**src/hdl/cfr_pkg.sv**
```systemverilog
// ----------------------------------------------------------------------------
// Clock face row renderer package
// Shared constants, glyph tables, digit split and the draw context type.
// ----------------------------------------------------------------------------
package cfr_pkg;

   localparam int MODULES   = 3;
   localparam int ROWS      = MODULES * 8;
   localparam int ROW_IDX_W = $clog2(ROWS);

   localparam logic [1:0] CMD_TIME  = 2'd0;
   localparam logic [1:0] CMD_ALARM = 2'd1;
   localparam logic [1:0] CMD_BLINK = 2'd2;

   localparam logic ACT_ROW   = 1'b0;
   localparam logic ACT_CLEAR = 1'b1;

   localparam logic REG_BLINK_INTERVAL = 1'b0;
   localparam logic REG_FONT_STYLE     = 1'b1;

   localparam logic [31:0] BLINK_INTERVAL_RESET = 32'd500000;
   localparam logic        FONT_STYLE_RESET     = 1'b1;

   typedef struct packed {
      logic       alarm;
      logic       alarm_on;
      logic       font;
      logic       blank_tens;
      logic [3:0] hour_tens;
      logic [3:0] hour_ones;
      logic [3:0] min_tens;
      logic [3:0] min_ones;
   } draw_ctx_type;

   typedef struct packed {
      logic [3:0] tens;
      logic [3:0] ones;
   } digit_pair_type;

   localparam logic [7:0] DIGIT_GLYPH [2][10][5] = '{
      '{
         '{8'h1F, 8'h21, 8'h42, 8'h84, 8'hF8},
         '{8'h20, 8'h23, 8'h4C, 8'h70, 8'hC0},
         '{8'h21, 8'h47, 8'hCA, 8'h72, 8'h04},
         '{8'h20, 8'h40, 8'h89, 8'hB2, 8'hCC},
         '{8'h18, 8'h68, 8'h93, 8'h3C, 8'h10},
         '{8'h32, 8'h49, 8'h51, 8'h91, 8'h0E},
         '{8'h0C, 8'h32, 8'h49, 8'h8A, 8'h04},
         '{8'h43, 8'h8C, 8'h90, 8'hA0, 8'hC0},
         '{8'h07, 8'h69, 8'h91, 8'hAE, 8'hC0},
         '{8'h01, 8'h61, 8'h96, 8'h98, 8'h60}
      },
      '{
         '{8'h00, 8'hFF, 8'h81, 8'hFF, 8'h00},
         '{8'h00, 8'h00, 8'hFF, 8'h00, 8'h00},
         '{8'h00, 8'h9F, 8'h91, 8'hF1, 8'h00},
         '{8'h00, 8'h91, 8'h91, 8'hFF, 8'h00},
         '{8'h00, 8'hF0, 8'h10, 8'hFF, 8'h00},
         '{8'h00, 8'hF1, 8'h91, 8'h9F, 8'h00},
         '{8'h00, 8'hFF, 8'h91, 8'h9F, 8'h00},
         '{8'h00, 8'h80, 8'h80, 8'hFF, 8'h00},
         '{8'h00, 8'hFF, 8'h91, 8'hFF, 8'h00},
         '{8'h00, 8'hF0, 8'h90, 8'hFF, 8'h00}
      }
   };

   localparam logic [7:0] ICON_GLYPH [9] = '{
      8'h40, 8'hB9, 8'h55, 8'h92, 8'hB2, 8'h82, 8'h45, 8'hB9, 8'h40
   };

   localparam logic [7:0] STATE_GLYPH [2][15] = '{
      '{8'h00, 8'h1C, 8'h22, 8'h42, 8'h44, 8'h38, 8'h00, 8'h02,
        8'h3C, 8'h50, 8'h40, 8'h02, 8'h3C, 8'h50, 8'h40},
      '{8'h00, 8'h1C, 8'h22, 8'h42, 8'h44, 8'h38, 8'h00, 8'h00,
        8'h1E, 8'h60, 8'h18, 8'h06, 8'h78, 8'h00, 8'h00}
   };

   function automatic digit_pair_type split_digits(input logic [5:0] v);
      digit_pair_type res;
      logic [5:0]     rem;
      rem = v;
      priority if (v >= 6'd50) begin
         res.tens = 4'd5;
         rem      = v - 6'd50;
      end else if (v >= 6'd40) begin
         res.tens = 4'd4;
         rem      = v - 6'd40;
      end else if (v >= 6'd30) begin
         res.tens = 4'd3;
         rem      = v - 6'd30;
      end else if (v >= 6'd20) begin
         res.tens = 4'd2;
         rem      = v - 6'd20;
      end else if (v >= 6'd10) begin
         res.tens = 4'd1;
         rem      = v - 6'd10;
      end else begin
         res.tens = 4'd0;
      end
      res.ones = rem[3:0];
      return res;
   endfunction

endpackage

```
**src/hdl/clock_face_row_renderer_unit.sv**
```systemverilog
// ----------------------------------------------------------------------------
// Clock face row renderer
// Renders time, alarm status and blink phases for a 24x8 LED matrix of three
// 8x8 modules and emits only the rows that differ from the displayed image, or module clears to blank it.
// ----------------------------------------------------------------------------
// Usage:
//   req_* carries one command item (show time, show alarm, blink tick).
//   req_ready is high only while the sequencer is idle; one item is handled
//   at a time. rsp_* carries row writes and module clears, rsp_last marks the
//   final result of an item. csr_* writes blink_interval (index 0) and
//   font_style (index 1) with no wait. The user is to write them only while
//   the block is idle; the block itself does not enforce this.
// A draw passes accept, decode, a scan of all 24 rows (one row built and
// compared per cycle by the shared row generator unless the scan holds)
// and flush. A blink toggle to blank clears the three modules in turn; a
// blink tick that does not toggle, or an unused command, returns to idle.
// A changed row is held until the next changed row or the flush step
// settles its last flag; it then goes to the output register.
// Reset clears the mirror of displayed rows, the blink phase, the last
// toggle time and both registers to their defaults.
// A stalled receiver holds the output register; the scan then holds at the
// next changed row until the output register frees.
// ----------------------------------------------------------------------------
module clock_face_row_renderer_unit (
   input  logic        clock,
   input  logic        reset,

   input  logic        req_valid,
   output logic        req_ready,
   input  logic [1:0]  req_command,
   input  logic [4:0]  req_hours,
   input  logic [5:0]  req_minutes,
   input  logic        req_alarm_on,
   input  logic [31:0] req_now_us,

   output logic        rsp_valid,
   input  logic        rsp_ready,
   output logic        rsp_action,
   output logic [1:0]  rsp_module_res,
   output logic [2:0]  rsp_row,
   output logic [7:0]  rsp_row_data,
   output logic        rsp_last,

   input  logic        csr_we,
   input  logic        csr_index,
   input  logic [31:0] csr_wdata
);

   localparam int IW = cfr_pkg::ROW_IDX_W;

   localparam logic [2:0] ST_IDLE   = 3'd0;
   localparam logic [2:0] ST_DECIDE = 3'd1;
   localparam logic [2:0] ST_SCAN   = 3'd2;
   localparam logic [2:0] ST_FLUSH  = 3'd3;
   localparam logic [2:0] ST_CLEAR  = 3'd4;

   logic [2:0]  state_ff, state_in;
   logic [31:0] interval_ff, interval_in;
   logic        font_ff, font_in;
   logic        showing_ff, showing_in;
   logic [31:0] last_edge_ff, last_edge_in;
   logic [7:0]  mirror_ff [cfr_pkg::ROWS];
   logic [7:0]  mirror_in [cfr_pkg::ROWS];
   logic [IW-1:0] idx_ff, idx_in;
   logic [1:0]  clr_ff, clr_in;
   logic        pend_valid_ff, pend_valid_in;
   logic        rsp_valid_ff, rsp_valid_in;

   logic [1:0]  cmd_ff, cmd_in;
   logic [31:0] now_ff, now_in;
   cfr_pkg::draw_ctx_type ctx_ff, ctx_in;
   logic [IW-1:0] pend_idx_ff, pend_idx_in;
   logic [7:0]  pend_data_ff, pend_data_in;
   logic        rsp_action_ff, rsp_action_in;
   logic [1:0]  rsp_module_ff, rsp_module_in;
   logic [2:0]  rsp_row_ff, rsp_row_in;
   logic [7:0]  rsp_data_ff, rsp_data_in;
   logic        rsp_last_ff, rsp_last_in;

   logic [7:0]  row_new;
   logic        out_free;
   logic        row_diff;
   logic [31:0] elapsed;
   cfr_pkg::digit_pair_type hour_dp, min_dp;
   logic [4:0]  hours_sat;
   logic [5:0]  minutes_sat;

   cfr_row_gen u_row_gen (
      .ctx      (ctx_ff),
      .row_idx  (idx_ff),
      .row_bits (row_new)
   );

   assign req_ready      = (state_ff == ST_IDLE);
   assign rsp_valid      = rsp_valid_ff;
   assign rsp_action     = rsp_action_ff;
   assign rsp_module_res = rsp_module_ff;
   assign rsp_row        = rsp_row_ff;
   assign rsp_row_data   = rsp_data_ff;
   assign rsp_last       = rsp_last_ff;

   assign out_free    = !rsp_valid_ff || rsp_ready;
   assign row_diff    = (row_new != mirror_ff[idx_ff]);
   assign elapsed     = now_ff - last_edge_ff;
   assign hours_sat   = (req_hours > 5'd23) ? 5'd23 : req_hours;
   assign minutes_sat = (req_minutes > 6'd59) ? 6'd59 : req_minutes;
   assign hour_dp     = cfr_pkg::split_digits({1'b0, hours_sat});
   assign min_dp      = cfr_pkg::split_digits(minutes_sat);

   always_comb begin
      logic push;
      logic last_step;
      state_in      = state_ff;
      interval_in   = interval_ff;
      font_in       = font_ff;
      showing_in    = showing_ff;
      last_edge_in  = last_edge_ff;
      mirror_in     = mirror_ff;
      idx_in        = idx_ff;
      clr_in        = clr_ff;
      pend_valid_in = pend_valid_ff;
      cmd_in        = cmd_ff;
      now_in        = now_ff;
      ctx_in        = ctx_ff;
      pend_idx_in   = pend_idx_ff;
      pend_data_in  = pend_data_ff;
      rsp_action_in = rsp_action_ff;
      rsp_module_in = rsp_module_ff;
      rsp_row_in    = rsp_row_ff;
      rsp_data_in   = rsp_data_ff;
      rsp_last_in   = rsp_last_ff;
      push          = 1'b0;
      last_step     = 1'b0;

      if (csr_we) begin
         unique case (csr_index)
            cfr_pkg::REG_BLINK_INTERVAL: interval_in = csr_wdata;
            cfr_pkg::REG_FONT_STYLE:     font_in     = csr_wdata[0];
            default:                     interval_in = interval_ff;
         endcase
      end

      unique case (state_ff)
         ST_IDLE: begin
            if (req_valid) begin
               cmd_in              = req_command;
               now_in              = req_now_us;
               ctx_in.alarm        = (req_command == cfr_pkg::CMD_ALARM);
               ctx_in.alarm_on     = req_alarm_on;
               ctx_in.font         = font_ff;
               ctx_in.blank_tens   = (hour_dp.tens == 4'd0);
               ctx_in.hour_tens    = hour_dp.tens;
               ctx_in.hour_ones    = hour_dp.ones;
               ctx_in.min_tens     = min_dp.tens;
               ctx_in.min_ones     = min_dp.ones;
               state_in            = ST_DECIDE;
            end
         end
         ST_DECIDE: begin
            idx_in   = '0;
            clr_in   = 2'd0;
            state_in = ST_IDLE;
            priority if (cmd_ff == cfr_pkg::CMD_TIME || cmd_ff == cfr_pkg::CMD_ALARM) begin
               state_in = ST_SCAN;
            end else if (cmd_ff == cfr_pkg::CMD_BLINK && elapsed > interval_ff) begin
               last_edge_in = now_ff;
               if (!showing_ff) begin
                  showing_in = 1'b1;
                  state_in   = ST_SCAN;
               end else begin
                  showing_in = 1'b0;
                  for (int i = 0; i < cfr_pkg::ROWS; i++) begin
                     mirror_in[i] = 8'h00;
                  end
                  state_in = ST_CLEAR;
               end
            end else begin
               state_in = ST_IDLE;
            end
         end
         ST_SCAN: begin
            if (!(row_diff && pend_valid_ff && !out_free)) begin
               if (row_diff) begin
                  if (pend_valid_ff) begin
                     push          = 1'b1;
                     rsp_action_in = cfr_pkg::ACT_ROW;
                     rsp_module_in = pend_idx_ff[IW-1:3];
                     rsp_row_in    = pend_idx_ff[2:0];
                     rsp_data_in   = pend_data_ff;
                     rsp_last_in   = 1'b0;
                  end
                  pend_valid_in     = 1'b1;
                  pend_idx_in       = idx_ff;
                  pend_data_in      = row_new;
                  mirror_in[idx_ff] = row_new;
               end
               if (idx_ff == IW'(cfr_pkg::ROWS - 1)) begin
                  state_in = ST_FLUSH;
               end else begin
                  idx_in = idx_ff + 1'b1;
               end
            end
         end
         ST_FLUSH: begin
            if (!pend_valid_ff) begin
               state_in = ST_IDLE;
            end else if (out_free) begin
               push          = 1'b1;
               rsp_action_in = cfr_pkg::ACT_ROW;
               rsp_module_in = pend_idx_ff[IW-1:3];
               rsp_row_in    = pend_idx_ff[2:0];
               rsp_data_in   = pend_data_ff;
               rsp_last_in   = 1'b1;
               pend_valid_in = 1'b0;
               state_in      = ST_IDLE;
            end
         end
         ST_CLEAR: begin
            if (out_free) begin
               last_step     = (clr_ff == 2'(cfr_pkg::MODULES - 1));
               push          = 1'b1;
               rsp_action_in = cfr_pkg::ACT_CLEAR;
               rsp_module_in = clr_ff;
               rsp_row_in    = 3'd0;
               rsp_data_in   = 8'h00;
               rsp_last_in   = last_step;
               clr_in        = clr_ff + 2'd1;
               if (last_step) begin
                  state_in = ST_IDLE;
               end
            end
         end
         default: begin
            state_in = ST_IDLE;
         end
      endcase

      if (push) begin
         rsp_valid_in = 1'b1;
      end else if (rsp_ready) begin
         rsp_valid_in = 1'b0;
      end else begin
         rsp_valid_in = rsp_valid_ff;
      end
   end

   always_ff @(posedge clock) begin
      if (reset) begin
         state_ff      <= ST_IDLE;
         interval_ff   <= cfr_pkg::BLINK_INTERVAL_RESET;
         font_ff       <= cfr_pkg::FONT_STYLE_RESET;
         showing_ff    <= 1'b0;
         last_edge_ff  <= 32'd0;
         for (int i = 0; i < cfr_pkg::ROWS; i++) begin
            mirror_ff[i] <= 8'h00;
         end
         idx_ff        <= '0;
         clr_ff        <= 2'd0;
         pend_valid_ff <= 1'b0;
         rsp_valid_ff  <= 1'b0;
      end else begin
         state_ff      <= state_in;
         interval_ff   <= interval_in;
         font_ff       <= font_in;
         showing_ff    <= showing_in;
         last_edge_ff  <= last_edge_in;
         mirror_ff     <= mirror_in;
         idx_ff        <= idx_in;
         clr_ff        <= clr_in;
         pend_valid_ff <= pend_valid_in;
         rsp_valid_ff  <= rsp_valid_in;
      end
   end

   always_ff @(posedge clock) begin
      cmd_ff        <= cmd_in;
      now_ff        <= now_in;
      ctx_ff        <= ctx_in;
      pend_idx_ff   <= pend_idx_in;
      pend_data_ff  <= pend_data_in;
      rsp_action_ff <= rsp_action_in;
      rsp_module_ff <= rsp_module_in;
      rsp_row_ff    <= rsp_row_in;
      rsp_data_ff   <= rsp_data_in;
      rsp_last_ff   <= rsp_last_in;
   end

endmodule

```
**src/hdl/cfr_row_gen.sv**
```systemverilog
// ----------------------------------------------------------------------------
// Clock face row generator
// Builds one 8-pixel display row from the draw context by picking the glyph
// column byte of each of the row's eight columns.
// ----------------------------------------------------------------------------
module cfr_row_gen (
   input  cfr_pkg::draw_ctx_type          ctx,
   input  logic [cfr_pkg::ROW_IDX_W-1:0]  row_idx,
   output logic [7:0]                     row_bits
);

   function automatic logic [7:0] col_byte(input cfr_pkg::draw_ctx_type c,
                                           input logic [4:0] col);
      logic [4:0] off;
      logic [7:0] res;
      res = 8'h00;
      off = 5'd0;
      if (c.alarm) begin
         if (col < 5'd9) begin
            res = cfr_pkg::ICON_GLYPH[col[3:0]];
         end else begin
            off = col - 5'd9;
            res = cfr_pkg::STATE_GLYPH[c.alarm_on][off[3:0]];
         end
      end else begin
         priority if (col < 5'd5) begin
            if (!c.blank_tens) begin
               res = cfr_pkg::DIGIT_GLYPH[c.font][c.hour_tens][col[2:0]];
            end
         end else if (col >= 5'd6 && col < 5'd11) begin
            off = col - 5'd6;
            res = cfr_pkg::DIGIT_GLYPH[c.font][c.hour_ones][off[2:0]];
         end else if (col >= 5'd13 && col < 5'd18) begin
            off = col - 5'd13;
            res = cfr_pkg::DIGIT_GLYPH[c.font][c.min_tens][off[2:0]];
         end else if (col >= 5'd19) begin
            off = col - 5'd19;
            res = cfr_pkg::DIGIT_GLYPH[c.font][c.min_ones][off[2:0]];
         end else begin
            res = 8'h00;
         end
      end
      return res;
   endfunction

   always_comb begin
      logic [4:0] col;
      logic [7:0] cb;
      row_bits = 8'h00;
      for (int c = 0; c < 8; c++) begin
         col = {row_idx[4:3], 3'(c)};
         cb  = col_byte(ctx, col);
         row_bits[3'(7 - c)] = cb[~row_idx[2:0]];
      end
   end

endmodule

```
**config.mk**
```make
export PLATFORM = sky130hd
export DESIGN_NAME = clock_face_row_renderer_unit
export DESIGN_NICKNAME = d
export VERILOG_FILES = /design/src/hdl/cfr_pkg.sv /design/src/hdl/clock_face_row_renderer_unit.sv /design/src/hdl/cfr_row_gen.sv
export SDC_FILE = /design/constraint.sdc
export NUM_CORES = 1
export LEC_CHECK = 0
export BUFFER_PORTS_ARGS = -buffer_cell sky130_fd_sc_hd__buf_2
export CAP_MARGIN = 20
export CORE_MARGIN = 5
export CORE_UTILIZATION = 50
export CTS_CLUSTER_SIZE = 10
export DETAILED_ROUTE_END_ITERATION = 6
export PLACE_DENSITY_LB_ADDON = 0.3
export SYNTH_ARGS = -nofsm -noshare
export SYNTH_HDL_FRONTEND = slang
export SYNTH_SLANG_ARGS = --single-unit
```
**constraint.sdc**
```tcl
create_clock -name clock -period 14.2 [get_ports clock]
set_input_delay 2.84 -clock clock [delete_from_list [all_inputs] [get_ports clock]]
set_output_delay 2.84 -clock clock [all_outputs]
set_load 0.01 [all_outputs]
```
==> impl_metrics.csv <==
group,metric,value,unit
floorplan,io_pins,101,
logic_synthesis,synth-seq-cells,245,
clock_tree,clk_latency,560,ps
logic_synthesis,yosysSeqAreaShare,37.00,%
sta,drv_slew,0,
floorplan,start_util,50.94,%
cells_and_area,post-route-util,56.05,%
sta,slew_headroom,26.29,%
sta,hold_viol,0,
global_routing,grt_max_degree,75,
logic_synthesis,synth.yosys.warnings,0,
drt,drc,0,
clock_tree,cts_buffers,29,
logic_synthesis,synth_top_area_cell,"dfxtp_1",
clock_tree,postCtsSetupRepairBufs,0,
cells_and_area,ff_latch_area,5618,um^2
cells_and_area,nets,1895,
drt,routed_via_density,6.231,
cells_and_area,layout.cells.non_filler,2122,
drt,drt_pass1_iterations,6,
critical_path,critical_path_class,"flip-flop to flip-flop",
critical_path,required,14610,ps
clock_tree,hold_buffers,0,
clock_tree,h-tree-depth,1,
power_and_ir_drop,vdd_ir_drop_max,0.09332,mV
power_and_ir_drop,p_leak,6.345,nW
critical_path,end_kind,"flip-flop",
floorplan,die_height,184.2,um
logic_synthesis,ys_dominant_reg_cell,"dfxtp_1",
floorplan,die_w,184.2,um
clock_tree,cts_max_path_buffers,3,
global_routing,antenna_found_initial,0,
global_routing,gr-total-overflow,0,
critical_path,crit_fanout,36,
min_path,hold_class,"flip-flop to flip-flop",
run_status,outcome,"complete, no violations",
power_and_ir_drop,power.density,114.2,nW/um^2
job,maxCapViolations,0,
logic_synthesis,synth_edf_count,71,
drt,routedWlPerCell,19.82,um
sta,rsz0062_at_grt,"no",
cells_and_area,multi_input_area,8687,um^2
sta,fmaxAchievable,179.3,MHz
cells_and_area,final.fill_count,2665,
place,dp_hpwl,29120,um
critical_path,cp.arrival,5990,ps
cells_and_area,antenna_cells,0,
logic_synthesis,syn-cell-area,15180,um^2
logic_synthesis,synth.distinct_cells,90,
global_routing,grt_util_all_layers,23.93,%
cells_and_area,areaGrowthSynthToFinish,10.04,%
clock_tree,clock-sinks,245,
drt,wl,42060,um
drt,drt_iter0_markers,1513,
sta,post-route-min-period,5576,ps
logic_synthesis,synth_area_per_cell,9.110,um^2
floorplan,coreArea,29800,um^2
place,post-place-cells,2071,
clock_tree,clk_pin_slew,60,ps
place,numPortBuffers,96,
global_routing,grt_pass1_wl,66460,um
cells_and_area,layout-drive-gt1-share,13.80,%
sta,fin_ws,8624,ps
critical_path,cp-start-kind,"flip-flop",
place,preCtsSetupSlack,8622,ps
sta,worstMarginPinSlew,1104,ps
sta,setup_tns,0,ps
floorplan,die_area,33940,um^2
logic_synthesis,synthArstFlopShare,0,%
sta,hold_ws,451.6,ps
logic_synthesis,synth_area_leaders,"dfxtp_1 (23%), edfxtp_1 (14%), ha_1 (7.8%)",
drt,vias,13223,
place,gp_congestion,0.9693,
sta,fin_skew,19.16,ps
clock_tree,cts_resized,0,
drt,ant_nets,0,
global_routing,grt_pass1_vias,12417,
logic_synthesis,postSynthCellCount,1666,
floorplan,rows,63,
logic_synthesis,yosysTopAreaCellShare,22.95,%
sta,final.period_utilization,39.27,%
clock_tree,cts_tree,"yes",
clock_tree,root_buffer,"clkbuf_16",
critical_path,r2r_setup_slack,8620,ps
sta,setup_viol,0,
[placed cells by master (no fill, tap or decap), types with 22 or more instances in the layout]
| master | count |
|---|---|
| inv_1 | 108 |
| o21ai_0 | 64 |
| o21ai_2 | 22 |
| nand2b_1 | 32 |
| nor2_1 | 112 |
| nor3_1 | 29 |
| o2bb2ai_1 | 72 |
| buf_2 | 97 |
| edfxtp_1 | 71 |
| nor2b_1 | 27 |
| ha_1 | 95 |
| mux2i_1 | 50 |
| clkbuf_16 | 29 |
| a21oi_1 | 92 |
| mux4_2 | 25 |
| o211ai_1 | 25 |
| nand3_1 | 36 |
| a21o_1 | 29 |
| dfxtp_1 | 172 |
| xnor2_1 | 25 |
| nand2_1 | 187 |
[sequential cells by signal, summed over array words and instances (netlist names), 4 cells and up]
name,cells
pend_idx_ff,5
idx_ff,5
interval_ff,32
last_edge_ff,32
pend_data_ff,4
ctx_ff,17
now_ff,32
rsp_row_data,4
mirror_ff,96
[metal layers]
metal	vias to the layer above	share of wire (%)	wire, um	global-route usage, %
li1	6249	-	-	-
met3	102	8.7	3650	3.375
met2	631	45	19110	38.04
met5	-	0	0	0
met4	0	2.8	1196	7.010
met1	6241	43	18100	34.11
[synthesized netlist by cell type, types with 20 or more instances]
cell type	instances
a21o_1	29
edfxtp_1	71
o21ai_0	64
inv_1	108
a31oi_1	20
a32o_1	20
mux4_2	25
nor2b_1	28
nand3_1	36
dfxtp_1	174
buf_2	36
clkbuf_1	45
o211ai_1	25
ha_1	95
nand2_1	187
o2bb2ai_1	72
o21ai_2	22
a21oi_1	92
mux2i_1	50
xnor2_1	25
nor3_1	29
nand2b_1	32
nor2_1	113
[logic make-up (layout without fill, tap and decap cells)]
family	Yosys count	count (layout)	share of synthesized area (%)
xor gates and xnor gates	38	38	2.242
and+or+nand+nor	497	497	15.24
AOI/OAI and AO/OA	492	492	23.99
other	1	4	0.02471
adders and majority gates	96	96	7.964
DFF	245	245	37.00
buffers and inverters	214	277	5.919
muxes	83	83	7.617
[final timing paths]
kind,start,cells past startpoint,end
max,now_ff[0],26,state_ff[2]
min,interval_ff[21],2,interval_ff[21]
max reg2reg,now_ff[0],26,state_ff[2]
min reg2reg,interval_ff[21],2,interval_ff[21]
[cell type report]
cell class	count	area share (%)
clock inverters	3	0.1873
flip-flops and latches	245	33.64
inverters	110	2.472
multi-input cells	1210	52.02
clock buffers	45	4.825
repair buffers	119	3.941
well taps	390	2.922
[worst max-delay path, stage by stage (launching register included)]
cell and delay, ps:
edfxtp_1 370, inv_1 80, ha_1 160, inv_1 50
fa_1 410, a211oi_1 240, o21bai_1 100, a21oi_1 290
nor3_1 140, o21ai_0 180, buf_4 180, o21ai_0 120
a21oi_1 240, o21bai_1 100, a21oi_1 200, xnor2_1 140
ha_1 260, nand3_1 110, o22ai_1 90, o21bai_1 140
a21oi_1 100, a2111oi_0 540, a221o_2 280, buf_4 520
nor3_1 90, a31oi_1 200, o41ai_1 100
[through the flow]
step           instance area [um^2]  total power, mW
2_1_floorplan                 15190            1.133
3_3_place_gp                  15840            1.238
3_5_place_dp                  15840            1.247
4_1_cts                       16670            1.908
5_1_grt                       16700            1.996
6_report                      16700            1.907
[report_power, final]
part           switching [mW]  internal (mW)  total (mW)
clock network           0.277          0.386       0.663
logic                   0.285          0.175       0.460
registers              0.0265          0.757       0.783
total                   0.588           1.32        1.91
No activity file was read; power rests on OpenSTA's default activity.
